File: src/rtl/core/cbm_pkg.sv
`timescale 1ns / 1ps
`default_nettype none

package cbm_pkg;

  typedef logic [2:0] kind_t;
  typedef logic [1:0] target_t;
  typedef logic [1:0] reg_idx_t;

  localparam kind_t KIND_ROM  = 3'd0;
  localparam kind_t KIND_MBC1 = 3'd1;
  localparam kind_t KIND_MBC2 = 3'd2;
  localparam kind_t KIND_MBC3 = 3'd3;
  localparam kind_t KIND_MBC5 = 3'd4;

  localparam target_t TGT_NONE = 2'd0;
  localparam target_t TGT_ROM  = 2'd1;
  localparam target_t TGT_XRAM = 2'd2;
  localparam target_t TGT_INT  = 2'd3;

  localparam reg_idx_t REG_KIND      = 2'd0;
  localparam reg_idx_t REG_BANK_MASK = 2'd1;
  localparam reg_idx_t REG_ROM_BYTES = 2'd2;

  // control-write windows, by address bits 14:13
  localparam logic [1:0] WIN_RAM_EN   = 2'd0;
  localparam logic [1:0] WIN_ROM_BANK = 2'd1;
  localparam logic [1:0] WIN_RAM_BANK = 2'd2;

  localparam logic [3:0]  RAM_EN_KEY   = 4'hA;
  localparam logic [3:0]  CLK_BANK_LO  = 4'h8;
  localparam logic [3:0]  CLK_BANK_HI  = 4'hC;
  localparam logic [23:0] ROM_FIXED    = 24'h008000;
  localparam logic [7:0]  OPEN_BUS     = 8'hFF;
  localparam logic [3:0]  NIBBLE_PAD   = 4'hF;

  typedef struct packed {
    logic [8:0] rom_page;
    logic [3:0] ram_page;
    logic       mode;
    logic       ram_en;
  } bank_state_t;

endpackage

`default_nettype wire

File: src/rtl/core/cartridge_bank_mapper_top.sv
`timescale 1ns / 1ps
`default_nettype none

// Channel    Ports                                        Direction
// ---------  -------------------------------------------  ---------
// request    in_valid/in_stall, in_req_type, in_bus_*     in
// result     out_valid/out_stall, out_target, out_phys_*  out
// config     cfg_psel/penable/pwrite/paddr/pwdata/...     APB
//
// One transfer per cycle unless stalled; each passes the input register, then the result register.
// After reset the nibble RAM is zeroed one entry a cycle, all NIBBLE_DEPTH
// (512) entries, with in_stall high; configuration writes are taken throughout.
// A stalled result holds; the input register keeps accepting while the result
// register drains.

module cartridge_bank_mapper_top #(
  parameter int EXT_RAM_BYTES = 32768,
  parameter int NIBBLE_DEPTH  = 512
) (
  input  wire         clk,
  input  wire         rst_n,

  input  wire         in_valid,
  output logic        in_stall,
  input  wire         in_req_type,
  input  wire  [15:0] in_bus_address,
  input  wire  [7:0]  in_bus_wdata,

  output logic        out_valid,
  input  wire         out_stall,
  output logic [1:0]  out_target,
  output logic [22:0] out_phys_address,
  output logic        out_mem_write,
  output logic [7:0]  out_mem_wdata,
  output logic [7:0]  out_rdata,

  input  wire         cfg_psel,
  input  wire         cfg_penable,
  input  wire         cfg_pwrite,
  input  wire  [3:0]  cfg_paddr,
  input  wire  [31:0] cfg_pwdata,
  output logic [31:0] cfg_prdata,
  output logic        cfg_pready
);
  import cbm_pkg::*;

  localparam int          IDX_W   = $clog2(NIBBLE_DEPTH);
  localparam logic [17:0] EXT_LIM = 18'(EXT_RAM_BYTES);

  // configuration
  kind_t       cfg_kind_r;
  logic [8:0]  cfg_mask_r;
  logic [23:0] cfg_rom_bytes_r;
  logic        cfg_wr;

  // clearing pass
  logic             clr_busy_r;
  logic [IDX_W-1:0] clr_idx_r;

  // input register
  logic        s1_valid_r;
  logic        s1_wr_r;
  logic [15:0] s1_addr_r;
  logic [7:0]  s1_wdata_r;
  logic        s1_adv;
  logic        commit;
  logic        in_acc;

  // nibble RAM
  logic [3:0]       nib_mem [NIBBLE_DEPTH];
  logic [3:0]       nib_q_r;
  logic             fwd_hit_r;
  logic [3:0]       fwd_data_r;
  logic             nib_we;
  logic [IDX_W-1:0] nib_widx;
  logic [IDX_W-1:0] in_idx;
  logic             mem_we;
  logic [IDX_W-1:0] mem_waddr;
  logic [3:0]       mem_wdata;
  logic [3:0]       nib_val;

  // mapper state
  bank_state_t st_r, st_nxt;
  logic [7:0]  clk_regs_r [5];
  logic        clk_we;
  logic [2:0]  clk_idx;

  // decode
  kind_t       kind;
  logic        is_ext;
  logic        xram_on;
  logic        clk_sel;
  logic [23:0] rom_ext;
  logic [8:0]  eff_bank;
  logic [8:0]  bank_m2;
  logic [22:0] rom_off;
  logic [3:0]  ram_sel;
  logic [16:0] ram_off;
  logic [4:0]  b5;
  logic [6:0]  b7;
  logic [3:0]  b4;

  // result register
  logic        out_valid_r;
  logic [1:0]  out_target_r, out_target_nxt;
  logic [22:0] out_phys_r, out_phys_nxt;
  logic        out_mw_r, out_mw_nxt;
  logic [7:0]  out_mwd_r, out_mwd_nxt;
  logic [7:0]  out_rd_r, out_rd_nxt;

  // ---------------------------------------------------------------- config
  assign cfg_pready = 1'b1;
  assign cfg_wr     = cfg_psel & cfg_penable & cfg_pwrite;

  always_ff @(posedge clk) begin
    if (!rst_n) begin
      cfg_kind_r      <= KIND_ROM;
      cfg_mask_r      <= 9'd1;
      cfg_rom_bytes_r <= 24'd32768;
    end else if (cfg_wr) begin
      case (cfg_paddr[3:2])
        REG_KIND:      cfg_kind_r      <= cfg_pwdata[2:0];
        REG_BANK_MASK: cfg_mask_r      <= cfg_pwdata[8:0];
        REG_ROM_BYTES: cfg_rom_bytes_r <= cfg_pwdata[23:0];
        default: ;
      endcase
    end
  end

  always_comb begin
    case (cfg_paddr[3:2])
      REG_KIND:      cfg_prdata = {29'd0, cfg_kind_r};
      REG_BANK_MASK: cfg_prdata = {23'd0, cfg_mask_r};
      REG_ROM_BYTES: cfg_prdata = {8'd0, cfg_rom_bytes_r};
      default:       cfg_prdata = 32'd0;
    endcase
  end

  // ---------------------------------------------------------------- handshake
  assign s1_adv   = ~out_valid_r | ~out_stall;
  assign commit   = s1_valid_r & s1_adv;
  assign in_stall = clr_busy_r | (s1_valid_r & ~s1_adv);
  assign in_acc   = in_valid & ~in_stall;
  assign in_idx   = in_bus_address[IDX_W-1:0];

  always_ff @(posedge clk) begin
    if (!rst_n) begin
      s1_valid_r <= 1'b0;
    end else if (in_acc) begin
      s1_valid_r <= 1'b1;
    end else if (s1_adv) begin
      s1_valid_r <= 1'b0;
    end
  end

  always_ff @(posedge clk) begin
    if (in_acc) begin
      s1_wr_r    <= in_req_type;
      s1_addr_r  <= in_bus_address;
      s1_wdata_r <= in_bus_wdata;
    end
  end

  // ---------------------------------------------------------------- nibble RAM
  always_ff @(posedge clk) begin
    if (!rst_n) begin
      clr_busy_r <= 1'b1;
      clr_idx_r  <= '0;
    end else if (clr_busy_r) begin
      clr_idx_r <= clr_idx_r + 1'b1;
      if (&clr_idx_r) begin
        clr_busy_r <= 1'b0;
      end
    end
  end

  assign mem_we    = clr_busy_r | nib_we;
  assign mem_waddr = clr_busy_r ? clr_idx_r : nib_widx;
  assign mem_wdata = clr_busy_r ? 4'd0 : s1_wdata_r[3:0];

  always_ff @(posedge clk) begin
    if (mem_we) begin
      nib_mem[mem_waddr] <= mem_wdata;
    end
    if (in_acc) begin
      nib_q_r <= nib_mem[in_idx];
    end
  end

  // a write landing at the same edge as the read is not seen by it: forward
  always_ff @(posedge clk) begin
    if (!rst_n) begin
      fwd_hit_r <= 1'b0;
    end else if (in_acc) begin
      fwd_hit_r <= nib_we & (nib_widx == in_idx);
    end
  end

  always_ff @(posedge clk) begin
    if (in_acc) begin
      fwd_data_r <= s1_wdata_r[3:0];
    end
  end

  assign nib_val = fwd_hit_r ? fwd_data_r : nib_q_r;

  // ---------------------------------------------------------------- decode
  assign kind     = (cfg_kind_r > KIND_MBC5) ? KIND_ROM : cfg_kind_r;
  assign is_ext   = (s1_addr_r[15:13] == 3'b101);
  assign xram_on  = is_ext & st_r.ram_en;
  assign clk_sel  = (kind == KIND_MBC3) && (st_r.ram_page >= CLK_BANK_LO)
                    && (st_r.ram_page <= CLK_BANK_HI);
  assign clk_idx  = st_r.ram_page[2:0];
  assign nib_widx = s1_addr_r[IDX_W-1:0];
  assign nib_we   = commit & xram_on & (kind == KIND_MBC2) & s1_wr_r;
  assign clk_we   = commit & xram_on & (kind != KIND_MBC2) & clk_sel & s1_wr_r;

  assign rom_ext  = (cfg_rom_bytes_r > ROM_FIXED) ? cfg_rom_bytes_r - ROM_FIXED : 24'd0;
  assign eff_bank = (st_r.rom_page == 9'd0) ? 9'd1 : st_r.rom_page;
  assign bank_m2  = eff_bank - 9'd2;
  assign rom_off  = {bank_m2, s1_addr_r[13:0]};
  assign ram_sel  = (kind == KIND_MBC1 && !st_r.mode) ? 4'd0 : st_r.ram_page;
  assign ram_off  = {ram_sel, s1_addr_r[12:0]};

  assign b5 = (s1_wdata_r[4:0] == 5'd0) ? 5'd1 : s1_wdata_r[4:0];
  assign b7 = (s1_wdata_r[6:0] == 7'd0) ? 7'd1 : s1_wdata_r[6:0];
  assign b4 = (s1_wdata_r[3:0] == 4'd0) ? 4'd1 : s1_wdata_r[3:0];

  // control register writes
  always_comb begin
    st_nxt = st_r;
    if (s1_wr_r && !s1_addr_r[15]) begin
      case (s1_addr_r[14:13])
        WIN_RAM_EN: begin
          if (kind != KIND_ROM && (kind != KIND_MBC2 || !s1_addr_r[8])) begin
            st_nxt.ram_en = (s1_wdata_r[3:0] == RAM_EN_KEY);
          end
        end
        WIN_ROM_BANK: begin
          case (kind)
            KIND_MBC1: st_nxt.rom_page = {st_r.rom_page[8:5], b5} & cfg_mask_r
                                         & 9'h0FF;
            KIND_MBC2: begin
              if (s1_addr_r[8]) begin
                st_nxt.rom_page = {5'd0, b4};
              end
            end
            KIND_MBC3: st_nxt.rom_page = {2'd0, b7} & cfg_mask_r;
            KIND_MBC5: begin
              if (!s1_addr_r[12]) begin
                st_nxt.rom_page = {st_r.rom_page[8], s1_wdata_r} & cfg_mask_r;
              end else begin
                st_nxt.rom_page = {s1_wdata_r[0], st_r.rom_page[7:0]} & cfg_mask_r;
              end
            end
            default: ;
          endcase
        end
        WIN_RAM_BANK: begin
          if (kind == KIND_MBC1) begin
            if (!st_r.mode) begin
              st_nxt.rom_page = {2'd0, s1_wdata_r[1:0], st_r.rom_page[4:0]} & cfg_mask_r;
            end else begin
              st_nxt.ram_page = {2'd0, s1_wdata_r[1:0]};
            end
          end else if (kind == KIND_MBC3 || kind == KIND_MBC5) begin
            st_nxt.ram_page = s1_wdata_r[3:0];
          end
        end
        default: begin
          if (kind == KIND_MBC1) begin
            st_nxt.mode = s1_wdata_r[0];
          end
        end
      endcase
    end
  end

  always_ff @(posedge clk) begin
    if (!rst_n) begin
      st_r <= '{rom_page: 9'd1, ram_page: 4'd0, mode: 1'b0, ram_en: 1'b0};
    end else if (commit) begin
      st_r <= st_nxt;
    end
  end

  always_ff @(posedge clk) begin
    if (!rst_n) begin
      for (int i = 0; i < 5; i++) begin
        clk_regs_r[i] <= 8'd0;
      end
    end else if (clk_we) begin
      clk_regs_r[clk_idx] <= s1_wdata_r;
    end
  end

  // result
  always_comb begin
    out_target_nxt = TGT_NONE;
    out_phys_nxt   = 23'd0;
    out_mw_nxt     = 1'b0;
    out_mwd_nxt    = 8'd0;
    out_rd_nxt     = OPEN_BUS;
    if (!s1_addr_r[15]) begin
      if (!s1_wr_r) begin
        if (!s1_addr_r[14] || kind == KIND_ROM || rom_ext == 24'd0 || eff_bank == 9'd1) begin
          out_target_nxt = TGT_ROM;
          out_phys_nxt   = {7'd0, s1_addr_r};
          out_rd_nxt     = 8'd0;
        end else if ({1'b0, rom_off} < rom_ext) begin
          out_target_nxt = TGT_ROM;
          out_phys_nxt   = rom_off + ROM_FIXED[22:0];
          out_rd_nxt     = 8'd0;
        end
      end
    end else if (xram_on) begin
      if (kind == KIND_MBC2) begin
        out_target_nxt = TGT_INT;
        out_rd_nxt     = s1_wr_r ? 8'd0 : {NIBBLE_PAD, nib_val};
      end else if (clk_sel) begin
        out_target_nxt = TGT_INT;
        out_rd_nxt     = s1_wr_r ? 8'd0 : clk_regs_r[clk_idx];
      end else if ({1'b0, ram_off} < EXT_LIM) begin
        out_target_nxt = TGT_XRAM;
        out_phys_nxt   = {6'd0, ram_off};
        out_rd_nxt     = 8'd0;
        out_mw_nxt     = s1_wr_r;
        out_mwd_nxt    = s1_wr_r ? s1_wdata_r : 8'd0;
      end
    end
  end

  always_ff @(posedge clk) begin
    if (!rst_n) begin
      out_valid_r <= 1'b0;
    end else if (s1_adv) begin
      out_valid_r <= s1_valid_r;
    end
  end

  always_ff @(posedge clk) begin
    if (commit) begin
      out_target_r <= out_target_nxt;
      out_phys_r   <= out_phys_nxt;
      out_mw_r     <= out_mw_nxt;
      out_mwd_r    <= out_mwd_nxt;
      out_rd_r     <= out_rd_nxt;
    end
  end

  assign out_valid        = out_valid_r;
  assign out_target       = out_target_r;
  assign out_phys_address = out_phys_r;
  assign out_mem_write    = out_mw_r;
  assign out_mem_wdata    = out_mwd_r;
  assign out_rdata        = out_rd_r;

endmodule

`default_nettype wire
File: config.mk
export PLATFORM = sky130hd
export DESIGN_NAME = cartridge_bank_mapper_top
export DESIGN_NICKNAME = d
export VERILOG_FILES = /design/src/rtl/core/cbm_pkg.sv /design/src/rtl/core/cartridge_bank_mapper_top.sv
export SDC_FILE = /design/constraint.sdc
export NUM_CORES = 2
export LEC_CHECK = 0
export BUFFER_PORTS_ARGS = -buffer_cell sky130_fd_sc_hd__buf_2
export CAP_MARGIN = 20
export CORE_UTILIZATION = 45
export DETAILED_ROUTE_END_ITERATION = 10
export GPL_ROUTABILITY_DRIVEN = 0
export GPL_TIMING_DRIVEN = 0
export MAX_ROUTING_LAYER = met4
export PLACE_DENSITY = 0.63
export SETUP_SLACK_MARGIN = 0.5
export SLEW_MARGIN = 25
export SYNTH_ARGS = -nofsm -noshare
export SYNTH_HDL_FRONTEND = slang
export SYNTH_SLANG_ARGS = --single-unit
File: constraint.sdc
create_clock -name clk -period 21.3 [get_ports clk]
set_input_delay 6.39 -clock clk [delete_from_list [all_inputs] [get_ports clk]]
set_output_delay 6.39 -clock clk [all_outputs]
set_load 0.005 [all_outputs]
==> flow_summary.yaml <==
final_layout:
  nNetsFinal: 5450
  instances_no_fill: 8213
  syn2layout_area_growth_pct: 15.04
  drive_gt1_frac: 0.2405
worst_setup_path:
  crit_path_start_kind: "input pin"
  critPathCaptureType: "primary output"
  crit_chain: "clkbuf_1 > nor2b_1 > clkbuf_1 > nand2_1 > o21ai_0 > buf_2"
  crit_end: "cfg_prdata[0]"
  cp_common_cell: "clkbuf_1"
  critPathKind: "input pin to primary output"
  worst_path_max_delay_cell: "nor2b_1"
  cp-startpoint: "cfg_paddr[2]"
  r2r_slack_ns: 16.17
  worstReg2RegEnd: "nib_mem[215][1]"
  timing.rr.start: "cfg_kind_r[2]"
  ff2ff_path_depth: 9
  crit_fanout: 10
  cpPeakStageDelay_ns: 0.43
  cp.required_ns: 14.91
  crit_arrival_ns: 7.78
global_route:
  grt_remaining_overflow: 0
  grt_max_degree: 41
  grt_pass1_vias: 49894
  grt_pass1_wl_mm: 387.5
  track_usage: 0.2820
  antenna_found_initial: 13
synthesis:
  yosysWarnings: 0
  synthesis.area_um2: 90920
  synth-seq-cells: 2254
  async_flop_share: 0
  synth_edf_count: 2187
  synth_ff_type: "edfxtp_1"
  ys_types: 72
  syn_avg_cell_area_um2: 18.62
  ys_seq_area_frac: 0.7371
  synthCells: 4883
timing:
  skew_ns: 0.04152
  fmax_ghz: 0.07057
  hold_violations: 0
  finalSetupViolations: 0
  slew_headroom: 0.1773
  min_period_over_period: 0.6653
  rsz0062_at_grt: "false"
  tightest_slew_ns: 1.234
  slew_viol_final: 0
  fin_setup_tns_ns: 0
  finalCriticalPeriod_ns: 14.17
clocking:
  clkTransAtPathRegs_ns: 0.06
  clockBufferDepth: 3
  cts_hold_buf: 0
  cts_tree: "built"
  post_cts_buffers: 0
  htree_num_levels: 4
  clock-sinks: 2254
  numCtsBuffers: 221
  cts_resized: 0
  clockRootBuffer: "clkbuf_16"
  clkLatencyLatePin_ns: 0.89
die:
  design.core.area_um2: 200300
  dieArea_um2: 203800
  rows: 164
  die_w_um: 451.5
  ios: 145
  die_y_um: 451.5
  start_util: 0.4540
route:
  drt-total-wl_mm: 280.1
  wl_per_cell_um: 34.11
  dr.pass1.iters: 8
  drt_drc_violations_left: 0
  vias_per_cell: 6.261
  drt-initial-drc-count: 7739
  vias: 51422
  ant_nets: 0
placement:
  dp_hpwl_mm: 197.8
  dp.cells: 7788
  io_buffer_count: 124
outcome:
  status: "finished clean"
power_and_ir_drop:
  power_density_nw_per_um2: 86.86
  power_leakage_nw: 36.25
  power_w: 0.009085
  peakVddDrop_mv: 0.06829
min_path:
  worstHoldPathType: "flip-flop to flip-flop"
  min_from: "cfg_rom_bytes_r[12]"
run:
  max_cap_violations: 0
[how the worst min path moves through the flow]
stage | to | slack [ns] | cells past startpoint
after CTS | cfg_rom_bytes_r[4] | 0.51 | 2
final | cfg_rom_bytes_r[12] | 0.53 | 2
after floorplan | cfg_rom_bytes_r[10] | 0.46 | 2
after detailed placement | cfg_rom_bytes_r[4] | 0.51 | 2
after global routing | cfg_rom_bytes_r[4] | 0.55 | 2
after global placement | cfg_rom_bytes_r[10] | 0.50 | 2
[sequential cells by signal (all words and copies together) (netlist names), 8 cells and up, named ones only]
name	flops
cfg_mask_r	9
cfg_rom_bytes_r	24
clk_regs_r	64
clr_idx_r	9
nib_mem	2048
out_mem_wdata	8
out_phys_address	23
out_rdata	8
s1_addr_r	16
s1_wdata_r	8
st_r	12
[cell usage after synthesis, types with 8 or more instances]
cell type | instances | share of area
mux2i_1 | 101 | 0.011
a21o_1 | 9 | 0.00074
and3_1 | 15 | 0.0010
a21boi_0 | 51 | 0.0042
a211oi_1 | 25 | 0.0021
nand3_1 | 42 | 0.0023
o22a_1 | 31 | 0.0030
edfxtp_1 | 2187 | 0.72
o221ai_1 | 42 | 0.0040
nand2_1 | 223 | 0.0092
buf_2 | 44 | 0.0024
clkbuf_1 | 185 | 0.0076
o22ai_1 | 28 | 0.0019
mux2_2 | 64 | 0.0079
dfxtp_1 | 67 | 0.015
nor2_1 | 564 | 0.023
buf_1 | 15 | 0.00062
a31oi_1 | 8 | 0.00055
xnor2_1 | 16 | 0.0015
xor2_1 | 15 | 0.0014
buf_6 | 34 | 0.0042
inv_1 | 25 | 0.0010
nor2b_1 | 41 | 0.0028
and2_1 | 66 | 0.0045
nor4_1 | 10 | 0.00069
nand2b_1 | 15 | 0.0010
a21oi_1 | 49 | 0.0027
o21ai_0 | 120 | 0.0066
mux4_2 | 528 | 0.13
ha_1 | 27 | 0.0037
o211ai_1 | 8 | 0.00066
nor3_1 | 30 | 0.0017
buf_4 | 44 | 0.0036
nand4_1 | 12 | 0.00083
or4_1 | 12 | 0.00099
a221oi_1 | 28 | 0.0027
[power breakdown]
group | switching [W] | internal (W)
Combinational | 0.000261 | 0.000118
Clock | 0.00169 | 0.00222
Sequential | 0.00000398 | 0.00480
[critical path: cells and delay by family]
kind	cells	cell delay, ns
AND/OR/NAND/NOR	2	0.54
buffers and inverters	3	0.73
AO/OA/AOI/OAI	1	0.11
[layout make-up]
type	count	area (um2)
repair buffers	218	2814
plain buffers	327	1828
diodes	10	25.02
clock inverters	137	1289
well taps	2656	3323
clock buffers	278	5881
inverters	26	97.59
flip-flops and latches	2254	67010
fillers	15924	95680
multi-input cells	2307	22330
[cells by family (layout without fill, tap and decap cells)]
logic type	count (synthesis)	after routing	share of synthesized area
adder cells (fa/ha/maj)	27	27	0.003716
other	2	43	0.00008260
AO/OA/AOI/OAI	454	454	0.03423
AND/OR/NAND/NOR	1069	1069	0.05165
XOR/XNOR	31	31	0.002986
flip-flops	2254	2254	0.7371
buffers and inverters	353	986	0.02042
multiplexers	693	693	0.1498
[stage by stage]
step           setup WS [ns]  hold WS (ns)  instance area, um2  utilization
2_1_floorplan          5.313        0.4600               91030            -
3_3_place_gp          -8.858        0.4966               94980       0.4742
3_5_place_dp           7.172        0.5059               97390       0.4863
4_1_cts                7.171        0.5137              104600       0.5221
5_1_grt                6.978        0.5493              104600       0.5222
6_report               7.129        0.5260              104600       0.5223
[placed cells by master (no fill, tap or decap), drive strengths merged, types with 8 or more instances in the layout]
cell type  instances
a211oi            25
a21boi            51
a21o               9
a21oi             49
a221oi            28
a31oi              8
and2              66
and3              15
buf              360
bufinv            22
clkbuf           463
clkinv           107
conb              33
dfxtp             67
diode             10
edfxtp          2187
ha                27
inv               29
mux2              64
mux2i            101
mux4             528
nand2            223
nand2b            15
nand3             42
nand4             12
nor2             564
nor2b             41
nor3              30
nor4              10
o211ai             8
o21ai            126
o221ai            42
o22a              31
o22ai             28
or4               12
xnor2             16
xor2              15
[per-layer routing]
metal	part of all wire	wire (um)	vias up	GRT usage
li1	-	-	20586	-
met1	0.38	105800	26805	0.3706
met3	0.12	33070	574	0.07305
met5	0	0	-	-
met2	0.46	129100	3457	0.4221
met4	0.043	12130	0	0.1093
Power figures use the tool's default switching activity.
